==> src/design/ffra_pkg.sv <==
// Shared types and constants for the first-fit range allocator.
// No dependencies.
package ffra_pkg;

  localparam int unsigned MAX_RANGES_DEF = 16;
  localparam int unsigned ADDR_BITS_DEF  = 32;
  localparam logic [31:0] MEM_UNITS_RST  = 32'd65536;

  typedef enum logic [1:0] {
    MODE_CHECK = 2'd0,
    MODE_ALLOC = 2'd1,
    MODE_FREE  = 2'd2,
    MODE_RSVD  = 2'd3
  } mode_e;

  typedef enum logic [2:0] {
    STAT_OK    = 3'd0,
    STAT_SIZE  = 3'd1,
    STAT_NOGAP = 3'd2,
    STAT_FULL  = 3'd3,
    STAT_NOID  = 3'd4
  } status_e;

  typedef enum logic [1:0] {
    ST_IDLE,
    ST_CHK,
    ST_SCAN,
    ST_FIN
  } state_e;

  // broadcast to every cell of the chain
  typedef struct packed {
    logic shift;  // take the right-hand neighbor's entry
    logic wr_en;  // cell at wr_idx takes the write data
  } cell_ctl_t;

endpackage

==> src/design/ffra_cell.sv <==
// One table entry of the allocator chain: base, end and owner of a range.
// Depends on ffra_pkg.
module ffra_cell import ffra_pkg::*; #(
  parameter int unsigned EW  = ADDR_BITS_DEF,
  parameter int unsigned IW  = 4,
  parameter int unsigned IDX = 0
) (
  input  logic          clk_i,
  input  cell_ctl_t     ctl_i,
  input  logic [IW-1:0] wr_idx_i,
  input  logic [EW-1:0] wr_base_i,
  input  logic [EW-1:0] wr_end_i,
  input  logic [15:0]   wr_owner_i,
  input  logic [EW-1:0] nb_base_i,
  input  logic [EW-1:0] nb_end_i,
  input  logic [15:0]   nb_owner_i,
  output logic [EW-1:0] base_o,
  output logic [EW-1:0] end_o,
  output logic [15:0]   owner_o
);

  logic [EW-1:0] base_q, base_d, end_q, end_d;
  logic [15:0]   owner_q, owner_d;

  always_comb begin
    base_d  = base_q;
    end_d   = end_q;
    owner_d = owner_q;
    if (ctl_i.shift) begin
      base_d  = nb_base_i;
      end_d   = nb_end_i;
      owner_d = nb_owner_i;
    end
    // a write lands after the shift
    if (ctl_i.wr_en && (wr_idx_i == IW'(IDX))) begin
      base_d  = wr_base_i;
      end_d   = wr_end_i;
      owner_d = wr_owner_i;
    end
  end

  always_ff @(posedge clk_i) begin
    base_q  <= base_d;
    end_q   <= end_d;
    owner_q <= owner_d;
  end

  assign base_o  = base_q;
  assign end_o   = end_q;
  assign owner_o = owner_q;

endmodule

==> src/design/ffra_ctrl.sv <==
// Sequencer: rotates the table through the chain head once per request that passes the
// size and table-full checks, doing gap search, insertion and removal on the way. Holds the output beat.
// Depends on ffra_pkg.
module ffra_ctrl import ffra_pkg::*; #(
  parameter int unsigned N  = MAX_RANGES_DEF,
  parameter int unsigned EW = ADDR_BITS_DEF,
  parameter int unsigned IW = $clog2(N),
  parameter int unsigned CW = $clog2(N + 1)
) (
  input  logic          clk_i,
  input  logic          rst_ni,
  input  logic [31:0]   mem_units_i,
  input  logic          in_valid_i,
  output logic          in_ready_o,
  input  logic [1:0]    mode_i,
  input  logic [15:0]   proc_id_i,
  input  logic [31:0]   proc_size_i,
  output logic          out_valid_o,
  input  logic          out_ready_i,
  output logic          ok_o,
  output logic [2:0]    status_o,
  output logic [31:0]   base_addr_o,
  output logic [31:0]   end_addr_o,
  input  logic [EW-1:0] head_base_i,
  input  logic [EW-1:0] head_end_i,
  input  logic [15:0]   head_owner_i,
  output cell_ctl_t     ctl_o,
  output logic [IW-1:0] wr_idx_o,
  output logic [EW-1:0] wr_base_o,
  output logic [EW-1:0] wr_end_o,
  output logic [15:0]   wr_owner_o
);

  localparam logic [32:0] CAP = (EW >= 32) ? 33'd0 : (33'd1 << EW);

  state_e        state_q, state_d;
  logic [CW-1:0] cnt_q, cnt_d, rem_q, rem_d;
  logic [EW:0]   cursor_q, cursor_d, start_q, start_d;
  logic          found_q, found_d, any_q, any_d;
  mode_e         mode_q, mode_d;
  logic [15:0]   id_q, id_d;
  logic [31:0]   s_q, s_d;
  status_e       stat_q, stat_d;
  logic          ov_q, ov_d, ok_q, ok_d;
  logic [2:0]    os_q, os_d;
  logic [31:0]   ob_q, ob_d, oe_q, oe_d;

  logic [32:0]   size33;
  logic [EW:0]   size_n, s_n, hb_x, he_x;
  logic [CW-1:0] cnt_m1;
  logic          gap_ok, end_ok, is_free;
  logic [31:0]   base32;

  always_comb begin
    if (EW >= 32) size33 = {1'b0, mem_units_i};
    else size33 = ({1'b0, mem_units_i} > CAP) ? CAP : {1'b0, mem_units_i};
  end

  assign size_n  = (EW + 1)'(size33);
  assign s_n     = (EW + 1)'(s_q);
  assign hb_x    = (EW + 1)'(head_base_i);
  assign he_x    = (EW + 1)'(head_end_i);
  assign cnt_m1  = cnt_q - CW'(1);
  assign gap_ok  = (hb_x >= cursor_q) && ((hb_x - cursor_q) >= s_n);
  assign end_ok  = (cursor_q <= size_n) && ((size_n - cursor_q) >= s_n);
  assign is_free = (mode_q == MODE_FREE);
  assign base32  = 32'(start_q);

  always_comb begin
    state_d   = state_q;
    cnt_d     = cnt_q;
    rem_d     = rem_q;
    cursor_d  = cursor_q;
    start_d   = start_q;
    found_d   = found_q;
    any_d     = any_q;
    mode_d    = mode_q;
    id_d      = id_q;
    s_d       = s_q;
    stat_d    = stat_q;
    ov_d      = ov_q;
    ok_d      = ok_q;
    os_d      = os_q;
    ob_d      = ob_q;
    oe_d      = oe_q;
    ctl_o     = '0;
    wr_idx_o  = cnt_m1[IW-1:0];
    wr_base_o = head_base_i;
    wr_end_o  = head_end_i;
    wr_owner_o = head_owner_i;
    in_ready_o = (state_q == ST_IDLE);

    if (ov_q && out_ready_i) ov_d = 1'b0;

    unique case (state_q)
      ST_IDLE: begin
        if (in_valid_i) begin
          mode_d  = mode_e'(mode_i);
          id_d    = proc_id_i;
          s_d     = proc_size_i;
          state_d = ST_CHK;
        end
      end
      ST_CHK: begin
        rem_d    = cnt_q;
        cursor_d = '0;
        start_d  = '0;
        found_d  = 1'b0;
        any_d    = 1'b0;
        state_d  = ST_SCAN;
        if (!is_free) begin
          if ((s_q == 32'd0) || ({1'b0, s_q} > size33)) begin
            stat_d  = STAT_SIZE;
            state_d = ST_FIN;
          end else if ((mode_q == MODE_ALLOC) && (cnt_q >= CW'(N))) begin
            stat_d  = STAT_FULL;
            state_d = ST_FIN;
          end
        end
      end
      ST_SCAN: begin
        if (rem_q != '0) begin
          if (is_free) begin
            ctl_o.shift = 1'b1;
            rem_d = rem_q - CW'(1);
            if (head_owner_i == id_q) begin
              cnt_d = cnt_m1;
              any_d = 1'b1;
            end else begin
              ctl_o.wr_en = 1'b1;
            end
          end else if (!found_q && gap_ok && (mode_q == MODE_ALLOC)) begin
            // place the new range ahead of the head entry
            found_d     = 1'b1;
            start_d     = cursor_q;
            ctl_o.wr_en = 1'b1;
            wr_idx_o    = cnt_q[IW-1:0];
            wr_base_o   = EW'(cursor_q);
            wr_end_o    = EW'(cursor_q + s_n - (EW + 1)'(1));
            wr_owner_o  = id_q;
            cnt_d       = cnt_q + CW'(1);
          end else begin
            ctl_o.shift = 1'b1;
            ctl_o.wr_en = 1'b1;
            rem_d = rem_q - CW'(1);
            if (!found_q) begin
              if (gap_ok) begin
                found_d = 1'b1;
                start_d = cursor_q;
              end else begin
                cursor_d = he_x + (EW + 1)'(1);
              end
            end
          end
        end else begin
          state_d = ST_FIN;
          if (is_free) begin
            stat_d = any_q ? STAT_OK : STAT_NOID;
          end else if (found_q) begin
            stat_d = STAT_OK;
          end else if (end_ok) begin
            stat_d  = STAT_OK;
            found_d = 1'b1;
            start_d = cursor_q;
            if (mode_q == MODE_ALLOC) begin
              ctl_o.wr_en = 1'b1;
              wr_idx_o    = cnt_q[IW-1:0];
              wr_base_o   = EW'(cursor_q);
              wr_end_o    = EW'(cursor_q + s_n - (EW + 1)'(1));
              wr_owner_o  = id_q;
              cnt_d       = cnt_q + CW'(1);
            end
          end else begin
            stat_d = STAT_NOGAP;
          end
        end
      end
      ST_FIN: begin
        if (!ov_q || out_ready_i) begin
          ov_d = 1'b1;
          ok_d = (stat_q == STAT_OK);
          os_d = stat_q;
          if ((stat_q == STAT_OK) && !is_free) begin
            ob_d = base32;
            oe_d = base32 + s_q - 32'd1;
          end else begin
            ob_d = '0;
            oe_d = '0;
          end
          state_d = ST_IDLE;
        end
      end
      default: state_d = ST_IDLE;
    endcase
  end

  always_ff @(posedge clk_i or negedge rst_ni) begin
    if (!rst_ni) begin
      state_q <= ST_IDLE;
      cnt_q   <= '0;
      ov_q    <= 1'b0;
    end else begin
      state_q <= state_d;
      cnt_q   <= cnt_d;
      ov_q    <= ov_d;
    end
  end

  always_ff @(posedge clk_i) begin
    rem_q    <= rem_d;
    cursor_q <= cursor_d;
    start_q  <= start_d;
    found_q  <= found_d;
    any_q    <= any_d;
    mode_q   <= mode_d;
    id_q     <= id_d;
    s_q      <= s_d;
    stat_q   <= stat_d;
    ok_q     <= ok_d;
    os_q     <= os_d;
    ob_q     <= ob_d;
    oe_q     <= oe_d;
  end

  assign out_valid_o = ov_q;
  assign ok_o        = ok_q;
  assign status_o    = os_q;
  assign base_addr_o = ob_q;
  assign end_addr_o  = oe_q;

endmodule

==> src/design/first_fit_range_allocator_unit.sv <==
// First-fit range allocator: table of owner-tagged ranges held in a chain of cells.
// Requests that pass the size and table-full checks rotate every entry once past the chain
// head; size or table-full errors skip the rotation. One request at a time; the next is
// taken the cycle after the result is loaded.
// Reset empties the table and sets the memory size to 65536; entries are not cleared.
module first_fit_range_allocator_unit import ffra_pkg::*; #(
  parameter int unsigned MAX_RANGES = MAX_RANGES_DEF,
  parameter int unsigned ADDR_BITS  = ADDR_BITS_DEF
) (
  input  logic        clk_i,
  input  logic        rst_ni,
  input  logic        cfg_we_i,
  input  logic [31:0] cfg_wdata_i,
  input  logic        in_valid_i,
  output logic        in_ready_o,
  input  logic [1:0]  mode_i,
  input  logic [15:0] proc_id_i,
  input  logic [31:0] proc_size_i,
  output logic        out_valid_o,
  input  logic        out_ready_i,
  output logic        ok_o,
  output logic [2:0]  status_o,
  output logic [31:0] base_addr_o,
  output logic [31:0] end_addr_o
);

  localparam int unsigned IW = $clog2(MAX_RANGES);
  localparam int unsigned EW = ADDR_BITS;

  logic [31:0]   mem_units_q;
  cell_ctl_t     ctl;
  logic [IW-1:0] wr_idx;
  logic [EW-1:0] wr_base, wr_end;
  logic [15:0]   wr_owner;
  logic [EW-1:0] c_base [MAX_RANGES];
  logic [EW-1:0] c_end  [MAX_RANGES];
  logic [15:0]   c_owner[MAX_RANGES];

  always_ff @(posedge clk_i or negedge rst_ni) begin
    if (!rst_ni) mem_units_q <= MEM_UNITS_RST;
    else if (cfg_we_i) mem_units_q <= cfg_wdata_i;
  end

  ffra_ctrl #(.N(MAX_RANGES), .EW(EW)) u_ctrl (
    .clk_i, .rst_ni,
    .mem_units_i (mem_units_q),
    .in_valid_i, .in_ready_o, .mode_i, .proc_id_i, .proc_size_i,
    .out_valid_o, .out_ready_i, .ok_o, .status_o, .base_addr_o, .end_addr_o,
    .head_base_i  (c_base[0]),
    .head_end_i   (c_end[0]),
    .head_owner_i (c_owner[0]),
    .ctl_o      (ctl),
    .wr_idx_o   (wr_idx),
    .wr_base_o  (wr_base),
    .wr_end_o   (wr_end),
    .wr_owner_o (wr_owner)
  );

  for (genvar j = 0; j < MAX_RANGES; j++) begin : g_cell
    localparam int unsigned NB = (j == MAX_RANGES - 1) ? j : j + 1;
    ffra_cell #(.EW(EW), .IW(IW), .IDX(j)) u_cell (
      .clk_i,
      .ctl_i      (ctl),
      .wr_idx_i   (wr_idx),
      .wr_base_i  (wr_base),
      .wr_end_i   (wr_end),
      .wr_owner_i (wr_owner),
      .nb_base_i  (c_base[NB]),
      .nb_end_i   (c_end[NB]),
      .nb_owner_i (c_owner[NB]),
      .base_o     (c_base[j]),
      .end_o      (c_end[j]),
      .owner_o    (c_owner[j])
    );
  end

endmodule

==> config.mk <==
export PLATFORM = sky130hd
export DESIGN_NAME = first_fit_range_allocator_unit
export DESIGN_NICKNAME = d
export VERILOG_FILES = /design/src/design/ffra_pkg.sv /design/src/design/ffra_cell.sv /design/src/design/ffra_ctrl.sv /design/src/design/first_fit_range_allocator_unit.sv
export SDC_FILE = /design/constraint.sdc
export NUM_CORES = 2
export LEC_CHECK = 0
export BUFFER_PORTS_ARGS = -buffer_cell sky130_fd_sc_hd__buf_2
export CORE_MARGIN = 4
export CORE_UTILIZATION = 57
export DETAILED_ROUTE_END_ITERATION = 8
export PLACE_DENSITY = 0.77
export SLEW_MARGIN = 5
export SYNTH_ARGS = -nofsm -noshare
export SYNTH_HDL_FRONTEND = slang
export SYNTH_HIERARCHICAL = 1
export SYNTH_SLANG_ARGS = --single-unit
==> constraint.sdc <==
create_clock -name clk_i -period 26 [get_ports clk_i]
set_clock_uncertainty 0.2 [all_clocks]
set_input_delay 5.2 -clock clk_i [delete_from_list [all_inputs] [get_ports clk_i]]
set_output_delay 5.2 -clock clk_i [all_outputs]
set_load 0.05 [all_outputs]
=== Word-level counts from Yosys, hierarchy flattened ===
Index checks and enable logic that the tools add are counted.

* Register bits: 1513
* Input bits: 87
* Output and inout bits: 70
* Word-level logic and storage cells: 375

* Add/sub/neg operators: 10
* Order comparisons: 6
* Equality and inequality tests: 42
* Multiplexer cells: 191
* Reduce and logical (&&, ||, !) cells: 61

{| class="wikitable"
|+ Operators with widths
! operator !! count
|-
| $mux W32 || 84
|-
| $mux W16 || 38
|-
| $mux W33 || 5
|-
| $ge A33 B32 Y1 || 2
|-
| $pmux W33 S2 || 1
|-
| $sub A32 B33 Y33 || 2
|-
| $add A32 B32 Y32 || 2
|-
| $pmux W32 S2 || 1
|-
| $sub A32 B1 Y32 const B || 2
|-
| $mux W5 || 11
|-
| $reduce_bool A2 Y1 || 18
|-
| $add A32 B1 Y33 const B || 1
|-
| $ge A32 B33 Y1 || 1
|-
| $le A33 B32 Y1 || 1
|-
| $eq A4 B4 Y1 const B || 8
|-
| $gt A32 B32 Y1 || 1
|-
| $logic_not A32 Y1 || 1
|-
| $mux W4 || 8
|-
| $logic_and A1 B1 Y1 || 23
|-
| $mux W1 || 23
|-
| $mux W3 || 7
|-
| $ne A2 B2 Y1 const B || 10
|-
| $eq A16 B16 Y1 || 1
|-
| $eq A4 B3 Y1 const B || 4
|-
| 28 further kinds || 55
|}

=== Depth between registers and ports, before layout ===
* Depth after elaboration: 12
* Mapped depth: 31

=== Cells and area by module ===
Netlist, hierarchy kept.

{| class="wikitable"
|+ By module, submodules not included
! module !! instances !! cells an instance !! area an instance (um^2)
|-
| ffra_ctrl || 1 || 2123 || 19510.0
|-
| ffra_cell (g_cell[11].u_cell ...) || 4 || 171 || 3731.1
|-
| ffra_cell (g_cell[1].u_cell ...) || 4 || 171 || 3434.5
|-
| ffra_cell (g_cell[10].u_cell ...) || 4 || 171 || 3428.3
|-
| ffra_cell (g_cell[12].u_cell ...) || 2 || 171 || 3723.6
|-
| ffra_cell (g_cell[0].u_cell) || 1 || 171 || 3714.8
|-
| ffra_cell (g_cell[15].u_cell) || 1 || 171 || 3413.3
|-
| first_fit_range_allocator_unit || 1 || 68 || 1346.3
|}

=== Least setup slack after synthesis ===
No wires, ideal clock.

* Path kind: register -> register
* From: register mem_units_q[0]
* To: register g_cell[11].u_cell.base_q[0], enable pin
* Arrival time: 10008 ps
* Data required time: 25348 ps
* Slack: 15340 ps
* Cell stages (with the launch flop): 29
* Buffers on the path: 1
* Clock period less this slack: 10660 ps
* Cell sequence: dfrtp_1 -> inv_1 -> ha_1 -> inv_1 -> fa_1 -> a21oi_1 -> o21ai_0 -> a31o_2 -> a2111oi_0 -> nor2_1 -> nor2b_1 -> a31o_2 -> o21ai_0 -> o41ai_1 -> xnor2_1 -> ha_1 -> a211oi_1 -> o21ai_0 -> a2111oi_0 -> a21oi_1 -> a2111oi_2 -> a211oi_4 -> and2_4 -> or2_1 -> o311ai_1 -> nor2b_4 -> nand4_4 -> buf_6 -> nand2b_1

* Longest elaborated chain between the ends: 11

{| class="wikitable"
|+ Ends and longest elaborated chain
! element !! RTL line !! RTL
|-
| start, declared || first_fit_range_allocator_unit.sv:30 || <nowiki>logic [31:0] mem_units_q;</nowiki>
|-
| start signal, assigned || first_fit_range_allocator_unit.sv:41 || <nowiki>else if (cfg_we_i) mem_units_q <= cfg_wdata_i;</nowiki>
|-
| $sub A32 B33 Y33 || ffra_ctrl.sv:65 || <nowiki>assign end_ok = (cursor_q <= size_n) && ((size_n - cursor_q) >= s_n);</nowiki>
|-
| $ge A33 B32 Y1 || ffra_ctrl.sv:65 ||
|-
| $logic_and A1 B1 Y1 * || ffra_ctrl.sv:65 ||
|-
| $mux W4 * || ffra_ctrl.sv:161 || <nowiki>end else if (end_ok) begin</nowiki>
|-
| $mux W4 * || ffra_ctrl.sv:159 || <nowiki>end else if (found_q) begin</nowiki>
|-
| $mux W4 * || ffra_ctrl.sv:157 || <nowiki>if (is_free) begin</nowiki>
|-
| $mux W4 * || ffra_ctrl.sv:122 || <nowiki>if (rem_q != '0) begin</nowiki>
|-
| $mux W4 * || ffra_ctrl.sv:95 || <nowiki>unique case (state_q)</nowiki>
|-
| net wr_idx[3] || first_fit_range_allocator_unit.sv:32 || <nowiki>logic [IW-1:0] wr_idx;</nowiki>
|-
| $eq A4 B4 Y1 * || ffra_cell.sv:35 || <nowiki>if (ctl_i.wr_en && (wr_idx_i == IW'(IDX))) begin</nowiki>
|-
| $logic_and A1 B1 Y1 * || ffra_cell.sv:35 ||
|-
| $reduce_bool A2 Y1 (no source line) * || -- ||
|-
| end signal, assigned || ffra_cell.sv:43 || <nowiki>base_q <= base_d;</nowiki>
|-
| end, declared || ffra_cell.sv:22 || <nowiki>logic [EW-1:0] base_q, base_d, end_q, end_d;</nowiki>
|}

Mark *: on every way through the listed nets, which the timed path passes. The rest lies on a longest branch.
A chain may end at the register's enable or synchronous reset.

=== Worst setup path after layout ===
* From: register mem_units_q[0]
* To: register g_cell[14].u_cell.base_q[10], enable pin

* Longest elaborated chain between the ends: 11

{| class="wikitable"
|+ Ends and longest elaborated chain
! element !! RTL line
|-
| $sub A32 B33 Y33 || ffra_ctrl.sv:65
|-
| $ge A33 B32 Y1 || ffra_ctrl.sv:65
|-
| $logic_and A1 B1 Y1 * || ffra_ctrl.sv:65
|-
| $mux W4 * || ffra_ctrl.sv:161
|-
| $mux W4 * || ffra_ctrl.sv:159
|-
| $mux W4 * || ffra_ctrl.sv:157
|-
| $mux W4 * || ffra_ctrl.sv:122
|-
| $mux W4 * || ffra_ctrl.sv:95
|-
| net wr_idx[1] || first_fit_range_allocator_unit.sv:32
|-
| $eq A4 B4 Y1 * || ffra_cell.sv:35
|-
| $logic_and A1 B1 Y1 * || ffra_cell.sv:35
|-
| $reduce_bool A2 Y1 (no source line) * || --
|-
| end signal, assigned || ffra_cell.sv:43
|-
| end, declared || ffra_cell.sv:22
|}

Marks and branches as above.

==> metrics.md <==
| Metric | Value |
|---|---|
| Sequential area share after synthesis | 0.581 |
| Vias in the first global route | a little over 40000 |
| Syn. warnings | 6 |
| 1st-pass router iterations | 5 |
| Setup crit start kind | flop |
| CP top delay family | compound AO/OA/AOI/OAI gates |
| EDFF count, synth | ~1500 |
| Final Cycle Share | 0.367 |
| #FFs+latches synth | 1513 |
| Register area | approximately 45000 sq um |
| Multi-input gate area | 29800 sq um |
| Port buffer count | around 160 |
| Final setup TNS | 0 ns |
| CTS tree | built |
| Synth Instances | 4927 |
| Worst Path Required | 26.19 ns |
| Critical Setup Path Class | reg2reg |
| H-tree depth | 4 |
| Fmax | approximately 100 MHz |
| Post-cts repair resize count | 0 |
| Yosys top cell area share | 0.568 |
| Max transition margin | 0.186 |
| CP bufs+invs | 5 |
| Register clock-pin slew on the reported worst setup and hold paths | approximately 0.060 ns |
| Peak supply drop | ~140 uV |
| Num CTS Buffers | 155 |
| CTS root buf | clkbuf_16 |
| XOR/XNOR Fraction of Synth Area | 0.0161 |
| Dominant cell type by area after synthesis | edfxtp_1 |
| Vias | 40100 |
| Post-synthesis mux area share | 0.234 |
| Post-synthesis async set-or-reset flop share | 0.0264 |
| Critical path peak fanout | between 70 and 80 |
| Simple-gate share of the synthesized area | 0.0426 |
| Hpwl dp | approximately 110 mm |
| Cell variety after synth | roughly 100 |
| Clock tree buffer depth | 3 |
| DRT Wirelength | around 150 mm |
| Post-Layout Cell Count | approximately 7000 |
| Core ar. | between 100000 and 150000 sq um |
| Worst skew pair latency | a little under 0.8 ns |
| Fillers | 9502 |
| CTS Hold Buffers Added | 0 |
| Chip Height | about 380 um |
| Worst Hold Slack | between 0.2 and 0.3 ns |
| CP max stage cell | buf_4 |
| Top_reg_cell synth | edfxtp_1 |
| Sink Count | 1513 |
| Worst setup EP type | flop |
| Placer Congestion | between 0.9 and 1 |
| Post-synthesis cell area | roughly 78000 sq um |
| Crit path time final | ~9.5 ns |
| GRT Util Overall | 0.208 |
| Post-synth top cells | 1473 x edfxtp_1, 696 x mux2_2, 651 x mux2_4 |
| RSZ-0062 raised after global routing | no |
| Post-CTS setup buffer count | 0 |
| Leakage power | around 34 nW |
| Nets | 5487 |
| Synth top area cells | edfxtp_1 57%, mux2_4 13%, mux2_2 10% |
| # DRC | 0 |
| Final WS setup | around 16 ns |
| P per Cell Area | 137 nW/um^2 |
| Pins Over Slew Limit | 0 |
| Hold Crit Class | reg2reg |
| Iteration-0 DRC Markers | 2340 |
| GRT Residual Overflow | 0 |
| Synth Area in Compound Gates | 0.0400 |
| Die Width | roughly 380 um |
| Mapped Nets | approximately 5300 |
| Worst-Margin Slew | approximately 1.2 ns |
| Outcome | complete, no violations |
| I/O Pins | approximately 160 |
| Standard-cell rows | approximately 140 |
| Synth-to-layout area growth | 8.87% |
| Cell with the most instances after synthesis | edfxtp_1 |
| Avg Cell Area, Syn | approximately 16 sq um |
| Setup violations, final | 0 |
| Vias per Instance | around 5.7 |
| Main combinational cell family by area after synthesis | multiplexers |
| Initial antenna violation count | 13 |
| Pin count of the biggest net entering global routing | 82 |
| Adder-Cell Fraction of Synth Area | 0.0477 |
| Initial Utilization | 0.574 |
| Fraction of layout cells with a size suffix above 1 | 0.357 |
| CP peak stage delay | around 0.77 ns |
| Final ANT Viol Nets | 0 |
| # Max-Cap Violations | 0 |
| Avg WL per Cell | about 21 um |
| CP arrival | about 10 ns |
| Global-route wire length before repair | ~230 mm |
| Placed insts | 6730 |
| DIE AREA | approximately 140000 sq um |
| DP Worst Slack | 16.42 ns |
| Core Util, Final | 0.625 |
| Hold Vio Cnt, Final | 0 |
==> per-layer routing <==
| layer | vias up | global-route usage | share of wire |
|---|---|---|---|
| li1 | 19100 | - | - |
| met1 | 19700 | 0.283 | 0.45 |
| met3 | 300 | 0.0352 | 0.046 |
| met5 | - | 0 | 0.00020 |
| met2 | 972 | 0.335 | 0.47 |
| met4 | 4 | 0.0857 | 0.037 |
==> worst reg2reg max path, delay by kind of cell, from the launching register on <==
| family | cells | cell delay, ns |
|---|---|---|
| compound gates | 14 | 3.39 |
| xor+xnor | 1 | 0.18 |
| fa+ha+maj | 3 | 0.84 |
| buf+inv | 5 | 1.89 |
| flops | 1 | 0.39 |
| mux | 1 | 0.32 |
| simple gates | 6 | 1.90 |
==> power breakdown <==
part | total, mW | switching (mW) | internal, mW
logic | 4.80 | 2.75 | 2.05
clock network | 2.21 | 0.926 | 1.29
registers | 4.60 | 0.320 | 4.28
==> state kept, by name, indices dropped and copies added (netlist names) <==
register,flops
g_cell.u_cell/base_o,512
g_cell.u_cell/end_o,512
g_cell.u_cell/owner_o,256
mem_units_q,32
u_ctrl/any_q,1
u_ctrl/base_addr_o,32
u_ctrl/cnt_q,5
u_ctrl/cursor_q,33
u_ctrl/end_addr_o,32
u_ctrl/found_q,1
u_ctrl/id_q,16
u_ctrl/mode_q,2
u_ctrl/ok_o,1
u_ctrl/out_valid_o,1
u_ctrl/rem_q,5
u_ctrl/s_q,32
u_ctrl/start_q,32
u_ctrl/stat_q,3
u_ctrl/state_q,2
u_ctrl/status_o,3
==> area by class of cell <==
class,count,share of cell area
flip-flops and latches,1513,0.534
multi-input cells,2925,0.352
clock inverters,98,0.0132
well taps,1781,0.0263
repair buffers,198,0.0129
inverters,313,0.0139
diodes,10,0.000295
clock buffers,187,0.0476
==> cell usage in the layout, fill, tap and decap left out, types with 42 or more instances in the layout <==
cell type,count
a21o_1,64
a21oi_1,158
buf_2,156
buf_4,42
clkbuf_16,156
edfxtp_1,1473
ha_1,290
inv_1,311
mux2_2,696
mux2_4,651
nand2_1,94
nand3_1,46
nor2_1,203
o21ai_0,82
xnor2_1,86
xor2_1,56
==> logic make-up after synthesis <==
group,Yosys count
flops,1513
mux,1399
simple gates,612
buf+inv,489
compound gates,477
fa+ha+maj,294
xor+xnor,143
==> metrics by stage <==
step	power, mW	cell area, sq um
2_1_floorplan	8.28	77800
3_3_place_gp	9.24	79500
3_5_place_dp	9.40	79500
4_1_cts	11.7	84700
5_1_grt	12.3	84700
6_report	11.6	84700
==> worst paths after layout <==
check	start	to	slack [ns]	cells after the start
max in group asynchronous	rst_ni	mem_units_q[5]	20.81	2
setup reg to reg	mem_units_q[0]	g_cell[14].u_cell/base_o[10]	16.46	30
hold reg to reg	u_ctrl/stat_q[0]	u_ctrl/status_o[0]	0.26	0
setup / recovery	mem_units_q[0]	g_cell[14].u_cell/base_o[10]	16.46	30
hold / removal	u_ctrl/stat_q[0]	u_ctrl/status_o[0]	0.26	0
min in group asynchronous	rst_ni	u_ctrl/cnt_q[2]	4.33	2
Power figures use the tool's default switching activity.
